$ cat src/design/lrs_pkg.sv
package lrs_pkg;

  localparam int TIME_BITS_DEF = 32;

  localparam logic [31:0] CONNECT_TIMEOUT_RST = 32'd15000;
  localparam logic [31:0] INITIAL_BACKOFF_RST = 32'd1000;
  localparam logic [31:0] MAX_BACKOFF_RST     = 32'd60000;

  typedef enum logic [2:0] {
    CFG_WIFI_ENABLED    = 3'd0,
    CFG_SSID_PRESENT    = 3'd1,
    CFG_CONNECT_TIMEOUT = 3'd2,
    CFG_INITIAL_BACKOFF = 3'd3,
    CFG_MAX_BACKOFF     = 3'd4
  } cfg_idx_t;

  typedef enum logic [2:0] {
    LS_DISCONNECTED = 3'd0,
    LS_DISABLED     = 3'd1,
    LS_CONNECTING   = 3'd2,
    LS_CONNECTED    = 3'd3,
    LS_FAILED       = 3'd4
  } link_state_t;

  typedef enum logic [2:0] {
    RSN_UNKNOWN     = 3'd0,
    RSN_NO_CRED     = 3'd1,
    RSN_AUTH        = 3'd2,
    RSN_NO_AP       = 3'd3,
    RSN_TIMEOUT     = 3'd4,
    RSN_SIGNAL_LOST = 3'd5,
    RSN_MANUAL      = 3'd6
  } reason_t;

  typedef enum logic [2:0] {
    RES_STARTED      = 3'd0,
    RES_ALREADY      = 3'd1,
    RES_CONNECTED    = 3'd2,
    RES_NO_CRED      = 3'd3,
    RES_AUTH         = 3'd4,
    RES_NO_AP        = 3'd5,
    RES_TIMEOUT      = 3'd6,
    RES_ADAPTER_FAIL = 3'd7
  } result_t;

  typedef enum logic [1:0] {
    EV_NONE             = 2'd0,
    EV_CONNECTED        = 2'd1,
    EV_DISCONNECTED     = 2'd2,
    EV_RECONNECT_FAILED = 2'd3
  } event_t;

  typedef struct packed {
    logic [31:0] now_ms;
    logic        start_ok;
    logic [2:0]  adapter_state;
    logic [2:0]  adapter_reason;
    logic [2:0]  drop_reason;
    logic [2:0]  connect_outcome;
  } lrs_in_t;

  typedef struct packed {
    logic        start_request;
    logic        connect_request;
    logic        disconnect_request;
    logic [1:0]  event_kind;
    logic [2:0]  event_reason;
    logic [2:0]  conn_state;
    logic [2:0]  disconnect_reason;
    logic [2:0]  last_result;
    logic        link_up;
    logic [31:0] next_reconnect_ms;
    logic [31:0] current_backoff_ms;
  } lrs_out_t;

endpackage

$ cat src/design/link_reconnect_supervisor.sv
// channel  direction  ports                          payload
// in       input      in_valid / in_ready / in_data  lrs_in_t, one tick
// out      output     out_valid / out_ready / out_data  lrs_out_t, one result per tick
// cfg      input      cfg_we / cfg_index / cfg_wdata   register write, no wait
//
// one tick per cycle unless a result held by out_ready stalls in_ready: the tick is worked out
// in the cycle it is accepted and its result sits in the output register on the next cycle;
// the single state update (compares, one add, a doubling) sets that figure
// a result waiting on out_ready does not block the next tick if it is taken the same cycle
// synchronous active-low reset clears the supervisor state and loads register defaults
module link_reconnect_supervisor #(
  parameter int TIME_BITS = lrs_pkg::TIME_BITS_DEF
) (
  input  logic             clk,
  input  logic             rst_n,
  input  logic             in_valid,
  output logic             in_ready,
  input  lrs_pkg::lrs_in_t in_data,
  output logic             out_valid,
  input  logic             out_ready,
  output lrs_pkg::lrs_out_t out_data,
  input  logic             cfg_we,
  input  logic [2:0]       cfg_index,
  input  logic [31:0]      cfg_wdata
);
  import lrs_pkg::*;

  // bits of now_ms that count, and width for mixed-width compares
  localparam int NW = (TIME_BITS < 32) ? TIME_BITS : 32;
  localparam int CW = (TIME_BITS > 32) ? TIME_BITS : 32;

  // configuration
  logic        enabled_r;
  logic        ssid_r;
  logic [31:0] timeout_r;
  logic [31:0] init_bo_r;
  logic [31:0] max_bo_r;

  // supervisor state
  logic                 started_r, started_nxt;
  logic                 link_r, link_nxt;
  logic                 attempt_r, attempt_nxt;
  logic [TIME_BITS-1:0] start_time_r, start_time_nxt;
  logic [TIME_BITS-1:0] reconnect_r, reconnect_nxt;
  logic [31:0]          pending_r, pending_nxt;
  logic [31:0]          next_bo_r, next_bo_nxt;
  logic [2:0]           status_r, status_nxt;
  logic [2:0]           reason_r, reason_nxt;
  logic [2:0]           result_r, result_nxt;

  logic     out_valid_r;
  lrs_out_t out_r, out_nxt;
  logic     accept;

  function automatic logic [2:0] clean_reason(input logic [2:0] r);
    return (r > RSN_MANUAL) ? RSN_UNKNOWN : r;
  endfunction

  function automatic logic [2:0] result_for_reason(input logic [2:0] r);
    case (r)
      RSN_NO_CRED: return RES_NO_CRED;
      RSN_AUTH:    return RES_AUTH;
      RSN_NO_AP:   return RES_NO_AP;
      RSN_TIMEOUT: return RES_TIMEOUT;
      default:     return RES_ADAPTER_FAIL;
    endcase
  endfunction

  function automatic logic [2:0] reason_for_result(input logic [2:0] res);
    case (res)
      RES_NO_CRED: return RSN_NO_CRED;
      RES_AUTH:    return RSN_AUTH;
      RES_NO_AP:   return RSN_NO_AP;
      RES_TIMEOUT: return RSN_TIMEOUT;
      default:     return RSN_UNKNOWN;
    endcase
  endfunction

  assign in_ready  = !out_valid_r || out_ready;
  assign accept    = in_valid && in_ready;
  assign out_valid = out_valid_r;
  assign out_data  = out_r;

  // tick decode
  logic [TIME_BITS-1:0] now_t;
  logic [TIME_BITS-1:0] age;
  logic [2:0]           a_state;
  logic [2:0]           a_reason;
  logic [2:0]           d_reason;
  logic [2:0]           outcome;
  logic                 timed_out;
  logic                 due;

  // schedule values from the current delay
  logic [TIME_BITS-1:0] sched_time;
  logic [32:0]          dbl;
  logic [31:0]          sched_bo;

  assign now_t     = TIME_BITS'(in_data.now_ms[NW-1:0]);
  assign age       = now_t - start_time_r;
  assign a_state   = (in_data.adapter_state > LS_FAILED) ? LS_FAILED : in_data.adapter_state;
  assign a_reason  = clean_reason(in_data.adapter_reason);
  assign d_reason  = clean_reason(in_data.drop_reason);
  assign outcome   = in_data.connect_outcome;
  assign timed_out = CW'(age) >= CW'(timeout_r);
  assign due       = (reconnect_r == '0) || (now_t >= reconnect_r);

  assign sched_time = now_t + TIME_BITS'(next_bo_r);
  assign dbl        = {next_bo_r, 1'b0};
  always_comb begin
    if (next_bo_r < max_bo_r) begin
      sched_bo = (dbl > {1'b0, max_bo_r}) ? max_bo_r : dbl[31:0];
    end else begin
      sched_bo = next_bo_r;
    end
  end

  logic       start_req, conn_req, disc_req;
  logic [1:0] ev_kind;
  logic [2:0] ev_reason;
  logic       do_fail, do_conn, do_sched;
  logic [2:0] fail_res, fail_rsn, conn_rsn;

  always_comb begin
    started_nxt    = started_r;
    link_nxt       = link_r;
    attempt_nxt    = attempt_r;
    start_time_nxt = start_time_r;
    reconnect_nxt  = reconnect_r;
    pending_nxt    = pending_r;
    next_bo_nxt    = next_bo_r;
    status_nxt     = status_r;
    reason_nxt     = reason_r;
    result_nxt     = result_r;
    start_req      = 1'b0;
    conn_req       = 1'b0;
    disc_req       = 1'b0;
    ev_kind        = EV_NONE;
    ev_reason      = RSN_UNKNOWN;
    do_fail        = 1'b0;
    do_conn        = 1'b0;
    do_sched       = 1'b0;
    fail_res       = RES_ADAPTER_FAIL;
    fail_rsn       = RSN_UNKNOWN;
    conn_rsn       = a_reason;

    if (!started_r) begin
      start_req   = 1'b1;
      started_nxt = in_data.start_ok;
    end

    if (!started_r && !in_data.start_ok) begin
      do_fail  = 1'b1;
      fail_res = RES_ADAPTER_FAIL;
      fail_rsn = RSN_UNKNOWN;
    end else if (!(enabled_r && ssid_r)) begin
      result_nxt    = RES_NO_CRED;
      attempt_nxt   = 1'b0;
      reconnect_nxt = '0;
      pending_nxt   = '0;
      next_bo_nxt   = init_bo_r;
      status_nxt    = LS_DISABLED;
      reason_nxt    = RSN_NO_CRED;
      if (link_r) begin
        disc_req  = 1'b1;
        ev_kind   = EV_DISCONNECTED;
        ev_reason = RSN_NO_CRED;
      end
      link_nxt = 1'b0;
    end else begin
      status_nxt = a_state;
      reason_nxt = a_reason;
      if (a_state == LS_CONNECTED) begin
        do_conn = 1'b1;
      end else if (link_r) begin
        // established link dropped
        link_nxt    = 1'b0;
        attempt_nxt = 1'b0;
        status_nxt  = LS_DISCONNECTED;
        reason_nxt  = d_reason;
        result_nxt  = result_for_reason(d_reason);
        ev_kind     = EV_DISCONNECTED;
        ev_reason   = d_reason;
        do_sched    = 1'b1;
      end else if (attempt_r) begin
        if (timed_out) begin
          do_fail  = 1'b1;
          fail_res = RES_TIMEOUT;
          fail_rsn = RSN_TIMEOUT;
        end
      end else if (due) begin
        conn_req       = 1'b1;
        start_time_nxt = now_t;
        attempt_nxt    = 1'b1;
        status_nxt     = LS_CONNECTING;
        reason_nxt     = RSN_UNKNOWN;
        result_nxt     = outcome;
        if (outcome == RES_CONNECTED || outcome == RES_ALREADY) begin
          do_conn = 1'b1;
        end else if (outcome != RES_STARTED) begin
          do_fail  = 1'b1;
          fail_res = outcome;
          fail_rsn = reason_for_result(outcome);
        end
      end
    end

    if (do_conn) begin
      status_nxt    = LS_CONNECTED;
      reason_nxt    = conn_rsn;
      result_nxt    = RES_CONNECTED;
      attempt_nxt   = 1'b0;
      reconnect_nxt = '0;
      pending_nxt   = '0;
      next_bo_nxt   = init_bo_r;
      if (!link_r) begin
        ev_kind   = EV_CONNECTED;
        ev_reason = RSN_UNKNOWN;
      end
      link_nxt = 1'b1;
    end

    if (do_fail) begin
      link_nxt    = 1'b0;
      attempt_nxt = 1'b0;
      result_nxt  = fail_res;
      status_nxt  = LS_FAILED;
      reason_nxt  = fail_rsn;
      ev_kind     = EV_RECONNECT_FAILED;
      ev_reason   = fail_rsn;
      // missing credential answer schedules nothing
      if (fail_res != RES_NO_CRED) begin
        do_sched = 1'b1;
      end
    end

    if (do_sched) begin
      pending_nxt   = next_bo_r;
      reconnect_nxt = sched_time;
      next_bo_nxt   = sched_bo;
    end

    out_nxt.start_request      = start_req;
    out_nxt.connect_request    = conn_req;
    out_nxt.disconnect_request = disc_req;
    out_nxt.event_kind         = ev_kind;
    out_nxt.event_reason       = ev_reason;
    out_nxt.conn_state         = status_nxt;
    out_nxt.disconnect_reason  = reason_nxt;
    out_nxt.last_result        = result_nxt;
    out_nxt.link_up            = link_nxt;
    out_nxt.next_reconnect_ms  = 32'(CW'(reconnect_nxt));
    out_nxt.current_backoff_ms = pending_nxt;
  end

  always_ff @(posedge clk) begin
    if (!rst_n) begin
      enabled_r <= 1'b0;
      ssid_r    <= 1'b0;
      timeout_r <= CONNECT_TIMEOUT_RST;
      init_bo_r <= INITIAL_BACKOFF_RST;
      max_bo_r  <= MAX_BACKOFF_RST;
    end else if (cfg_we) begin
      unique case (cfg_index)
        CFG_WIFI_ENABLED:    enabled_r <= cfg_wdata[0];
        CFG_SSID_PRESENT:    ssid_r    <= cfg_wdata[0];
        CFG_CONNECT_TIMEOUT: timeout_r <= cfg_wdata;
        CFG_INITIAL_BACKOFF: init_bo_r <= cfg_wdata;
        CFG_MAX_BACKOFF:     max_bo_r  <= cfg_wdata;
        default: ;
      endcase
    end
  end

  always_ff @(posedge clk) begin
    if (!rst_n) begin
      started_r    <= 1'b0;
      link_r       <= 1'b0;
      attempt_r    <= 1'b0;
      start_time_r <= '0;
      reconnect_r  <= '0;
      pending_r    <= '0;
      next_bo_r    <= INITIAL_BACKOFF_RST;
      status_r     <= LS_DISCONNECTED;
      reason_r     <= RSN_UNKNOWN;
      result_r     <= RES_STARTED;
    end else if (accept) begin
      started_r    <= started_nxt;
      link_r       <= link_nxt;
      attempt_r    <= attempt_nxt;
      start_time_r <= start_time_nxt;
      reconnect_r  <= reconnect_nxt;
      pending_r    <= pending_nxt;
      next_bo_r    <= next_bo_nxt;
      status_r     <= status_nxt;
      reason_r     <= reason_nxt;
      result_r     <= result_nxt;
    end
  end

  always_ff @(posedge clk) begin
    if (!rst_n) begin
      out_valid_r <= 1'b0;
    end else if (accept) begin
      out_valid_r <= 1'b1;
    end else if (out_ready) begin
      out_valid_r <= 1'b0;
    end
  end

  always_ff @(posedge clk) begin
    if (accept) begin
      out_r <= out_nxt;
    end
  end

endmodule
$ cat config.mk
export PLATFORM = sky130hd
export DESIGN_NAME = link_reconnect_supervisor
export DESIGN_NICKNAME = d
export VERILOG_FILES = /design/src/design/lrs_pkg.sv /design/src/design/link_reconnect_supervisor.sv
export SDC_FILE = /design/constraint.sdc
export NUM_CORES = 1
export LEC_CHECK = 0
export CORE_MARGIN = 5
export CORE_UTILIZATION = 50
export DETAILED_ROUTE_END_ITERATION = 8
export DONT_BUFFER_PORTS = 1
export GPL_ROUTABILITY_DRIVEN = 0
export PLACE_DENSITY_LB_ADDON = 0.25
export RECOVER_POWER = 25
export SYNTH_ARGS = -nofsm -noshare
export SYNTH_HDL_FRONTEND = slang
export SYNTH_SLANG_ARGS = --single-unit
$ cat constraint.sdc
create_clock -name clk -period 16.39 [get_ports clk]
set_clock_uncertainty 0.15 [all_clocks]
set_input_delay 3.278 -clock clk [delete_from_list [all_inputs] [get_ports clk]]
set_output_delay 3.278 -clock clk [all_outputs]
set_load 0.02 [all_outputs]
==> results.toml <==
[run_status]
outcome = "finished, violations left"
failing_checks = "capacitance limit, slew limit"

[clocking]
ctsHoldBuffers = 0
cts.sinks = 315
cts_tree = "done"
cts-root-to-sink-buffers = 3
post-cts-setup-buffer-count = 0
cts_repair_resize_count = 0
clkSlewWorstSetupHoldPaths_ns = 0.06
numCtsBuffers = 35
clock-root-buffer = "sky130_fd_sc_hd__clkbuf_16"
worst_skew_pair.late_latency_ns = 0.53
clock_tree.htree_level_count = 2

[placed_design]
dp_hpwl_um = 39000
buffer_ports.inserted = 0

[layout]
layout.nets = 2310
n_antenna_cell = 0
flow.area_growth_from_synthesis_pct = 7.455
final.fill_count = 3473
fin_util_pct = 54.07
drive_gt1_share_pct = 4.709

[floorplan]
fp.dieArea_um2 = 41710
chipWidth_um = 204.2
row_cnt = 71
boundaryPins = 169
core_area_um2 = 37490
floorplan.die.height_um = 204.2
starting_density_of_the_core_pct = 50.32

[synth]
synthDistinctLibCells = 88
synth-edff-count = 82
synth.top_cells.by_area = "sky130_fd_sc_hd__dfxtp_1, sky130_fd_sc_hd__edfxtp_1, sky130_fd_sc_hd__ha_1"
synth_sequential_area_ratio_pct = 37.78
prevailing_post_synth_register_cell = "sky130_fd_sc_hd__dfxtp_1"
syn-instance-count = 2083
warning_count_from_the_yosys_run = 0
synth.cell_area_um2 = 18860
yosys_reg_bits = 315
synth.cells.most_frequent = "sky130_fd_sc_hd__nand2_1, sky130_fd_sc_hd__dfxtp_1, sky130_fd_sc_hd__ha_1, sky130_fd_sc_hd__inv_1, sky130_fd_sc_hd__a22o_1"
synth_most_common_cell = "sky130_fd_sc_hd__nand2_1"
yosysTopAreaCellShare_pct = 24.73
yosysTopAreaCell = "sky130_fd_sc_hd__dfxtp_1"
postSynthAreaPerCell_um2 = 9.056
post_synthesis_net_count = 2358
synth_async_sr_flop_share_pct = 0

[setup_path]
start_kind = "input pin"
r2r-start = "start_time_r[0]"
critical-path-max-stage-delay_ns = 0.60
worstPathArrival_ns = 9.68
worstPathCellList = "inv_1 -> ha_1 -> inv_1 -> fa_1 -> a211o_1 -> a2111oi_2 -> o2111ai_1 -> nand4_1 -> a31oi_1 -> a311oi_1 -> o21ai_0 -> a21oi_1 -> xnor2_1 -> ha_1 -> a21o_1 -> a211oi_1 -> o32ai_1 -> o21ai_1 -> o211ai_2 -> a21oi_4 -> buf_4 -> o21a_2 -> buf_4 -> a2bb2o_1"
worstSetupEndpointType = "register"
cp_num_buf_inv = 4
ff2ff_setup_slack_ns = 9.50
crit-reg2reg-capture = "reconnect_r[18]"
slowest_stage = "sky130_fd_sc_hd__buf_4"
cp_top_family = "compound AO/OA/AOI/OAI gates"
cp_max_fo = 65
reg2reg_depth = 23
critical_path_required_ns = 16.71
worst_setup_path_category = "in -> reg"

[detailed_routing]
highest_layer = "met4"
met2RoutedLength_um = 23660
routed_via_density = 6.009
detail-route-antenna-nets = 0
met1_length_um = 23850
drt_first_pass_iters = 6
detail_route.wirelength_um = 53010
dr_total_vias = 15448
route.met3.wl_um = 4036
detailedRoute.firstIterationViolations = 1390
route.detailed.wl_per_inst_um = 20.62
post-route-drc-count = 0

[power_and_ir_drop]
total_power_density_per_cell_area_nw_per_um2 = 97.05
static-leakage-power_nw = 7.742
vdd.ir_drop.worst_uv = 46.37

[sta]
layout_min_cycle_time_ns = 9.358
worst_slew_pin_slew_ns = 2.042
maxSlewHeadroom_pct = -36.15
finalHoldViolations = 0
rsz0062_at_grt = "no"
min_period_over_period_pct = 57.10
timing.setup.tns_ns = 0
timing.final.max_slew_violations = 66
final-setup-viol-count = 0
max_clock_freq_mhz = 106.9
finalHoldWorstSlack_ns = 0.3103

[hold_path]
min_delay_path_depth = 2
path_type_of_the_worst_min_delay_path = "reg -> reg"
min-delay-start = "start_time_r[23]"
worst_hold_path.endpoint = "start_time_r[23]"

[grt]
number_of_global_route_vias_before_repair = 14791
grt_antenna_before_repair = 0
first_pass_grt_wire_length_um = 82680
grt_start_max_net_pins = 172
grt.overflow.total = 0
gr-usage-all-layers_pct = 24.61

[run]
max_cap_viol_count = 2
cells by family (layout without fill, tap and decap cells):
| kind of cell | Yosys count | count (layout) | synth area share, % |
|---|---|---|---|
| AO/OA/AOI/OAI | 628 | 628 | 24.65 |
| XOR/XNOR | 56 | 56 | 2.600 |
| adder cells (fa/ha/maj) | 190 | 190 | 12.68 |
| buffers and inverters | 252 | 229 | 5.963 |
| flip-flops | 315 | 315 | 37.78 |
| multiplexers | 34 | 34 | 1.811 |
| AND/OR/NAND/NOR | 608 | 608 | 14.51 |
placed cells by master, fill, tap and decap left out, types with 55 or more instances in the layout:
master	count
sky130_fd_sc_hd__o21ai_0	55
sky130_fd_sc_hd__nand3_1	63
sky130_fd_sc_hd__a21boi_0	112
sky130_fd_sc_hd__edfxtp_1	82
sky130_fd_sc_hd__ha_1	188
sky130_fd_sc_hd__inv_1	153
sky130_fd_sc_hd__a22o_1	117
sky130_fd_sc_hd__dfxtp_1	233
sky130_fd_sc_hd__nor2_1	69
sky130_fd_sc_hd__a21oi_1	85
sky130_fd_sc_hd__nand2_1	340
metrics by stage:
stage / power, mW / std cells / setup WS, ns / area, um2
global placement: 1.158 / 2509 / 6.885 / 19100
global route: 2.044 / 2571 / 6.483 / 20270
CTS: 1.977 / 2571 / 7.107 / 20270
detailed placement: 1.167 / 2509 / 6.603 / 19100
floorplan: 1.106 / 2083 / 8.262 / 18860
finish: 1.967 / 2571 / 7.032 / 20270
where the power goes:
| group | switching, mW | leakage, nW | internal (mW) |
|---|---|---|---|
| combinational | 0.163 | 4.46 | 0.114 |
| sequential | 0.0447 | 2.71 | 0.833 |
| clock | 0.322 | 0.576 | 0.491 |
flip-flops by register name, summed over array words and instances, names as in the netlist, 32 cells and up:
| name | count |
|---|---|
| out_data | 82 |
| start_time_r | 32 |
| reconnect_r | 32 |
| timeout_r | 32 |
| init_bo_r | 32 |
| next_bo_r | 32 |
| max_bo_r | 32 |
| pending_r | 32 |
worst max-delay path by stage:
stage / from / end / slack [ns] / cells past startpoint
5_1_grt: in_data[13] / reconnect_r[18] / 6.48 / 25
2_1_floorplan: in_data[13] / out_data[34] / 8.26 / 23
3_3_place_gp: in_data[13] / reconnect_r[22] / 6.88 / 24
4_1_cts: in_data[13] / reconnect_r[18] / 7.11 / 24
6_report: in_data[13] / reconnect_r[18] / 7.03 / 24
3_5_place_dp: in_data[13] / reconnect_r[22] / 6.60 / 24
layout make-up:
cell class	count	area (um2)	area share, %
clock inverters	14	180.2	0.8888
clock buffers	48	997.2	4.919
multi-input cells	1516	10650	52.56
well taps	511	639.4	3.154
flip-flops and latches	315	7127	35.16
repair buffers	13	93.84	0.4629
inverters	154	579.3	2.858
worst reg2reg max path, cell delays in order (launching register included):
cell and delay (ns):
sky130_fd_sc_hd__dfxtp_1 0.34, sky130_fd_sc_hd__ha_1 0.17, sky130_fd_sc_hd__inv_1 0.06, sky130_fd_sc_hd__fa_1 0.42
sky130_fd_sc_hd__a211o_1 0.31, sky130_fd_sc_hd__a2111oi_2 0.52, sky130_fd_sc_hd__o2111ai_1 0.25, sky130_fd_sc_hd__nand4_1 0.18
sky130_fd_sc_hd__a31oi_1 0.18, sky130_fd_sc_hd__a311oi_1 0.49, sky130_fd_sc_hd__o21ai_0 0.15, sky130_fd_sc_hd__a21oi_1 0.19
sky130_fd_sc_hd__xnor2_1 0.14, sky130_fd_sc_hd__ha_1 0.27, sky130_fd_sc_hd__a21o_1 0.17, sky130_fd_sc_hd__a211oi_1 0.35
sky130_fd_sc_hd__o32ai_1 0.13, sky130_fd_sc_hd__o21ai_1 0.29, sky130_fd_sc_hd__o211ai_2 0.23, sky130_fd_sc_hd__a21oi_4 0.21
sky130_fd_sc_hd__buf_4 0.60, sky130_fd_sc_hd__o21a_2 0.22, sky130_fd_sc_hd__buf_4 0.55, sky130_fd_sc_hd__a2bb2o_1 0.28
metal layers:
| metal | track usage [%] | vias up |
|---|---|---|
| li1 | - | 7440 |
| met1 | 34.14 | 7348 |
| met2 | 39.05 | 565 |
| met3 | 4.967 | 95 |
| met4 | 7.203 | 0 |
| met5 | 0 | - |
No activity file was read; power rests on OpenSTA's default activity.
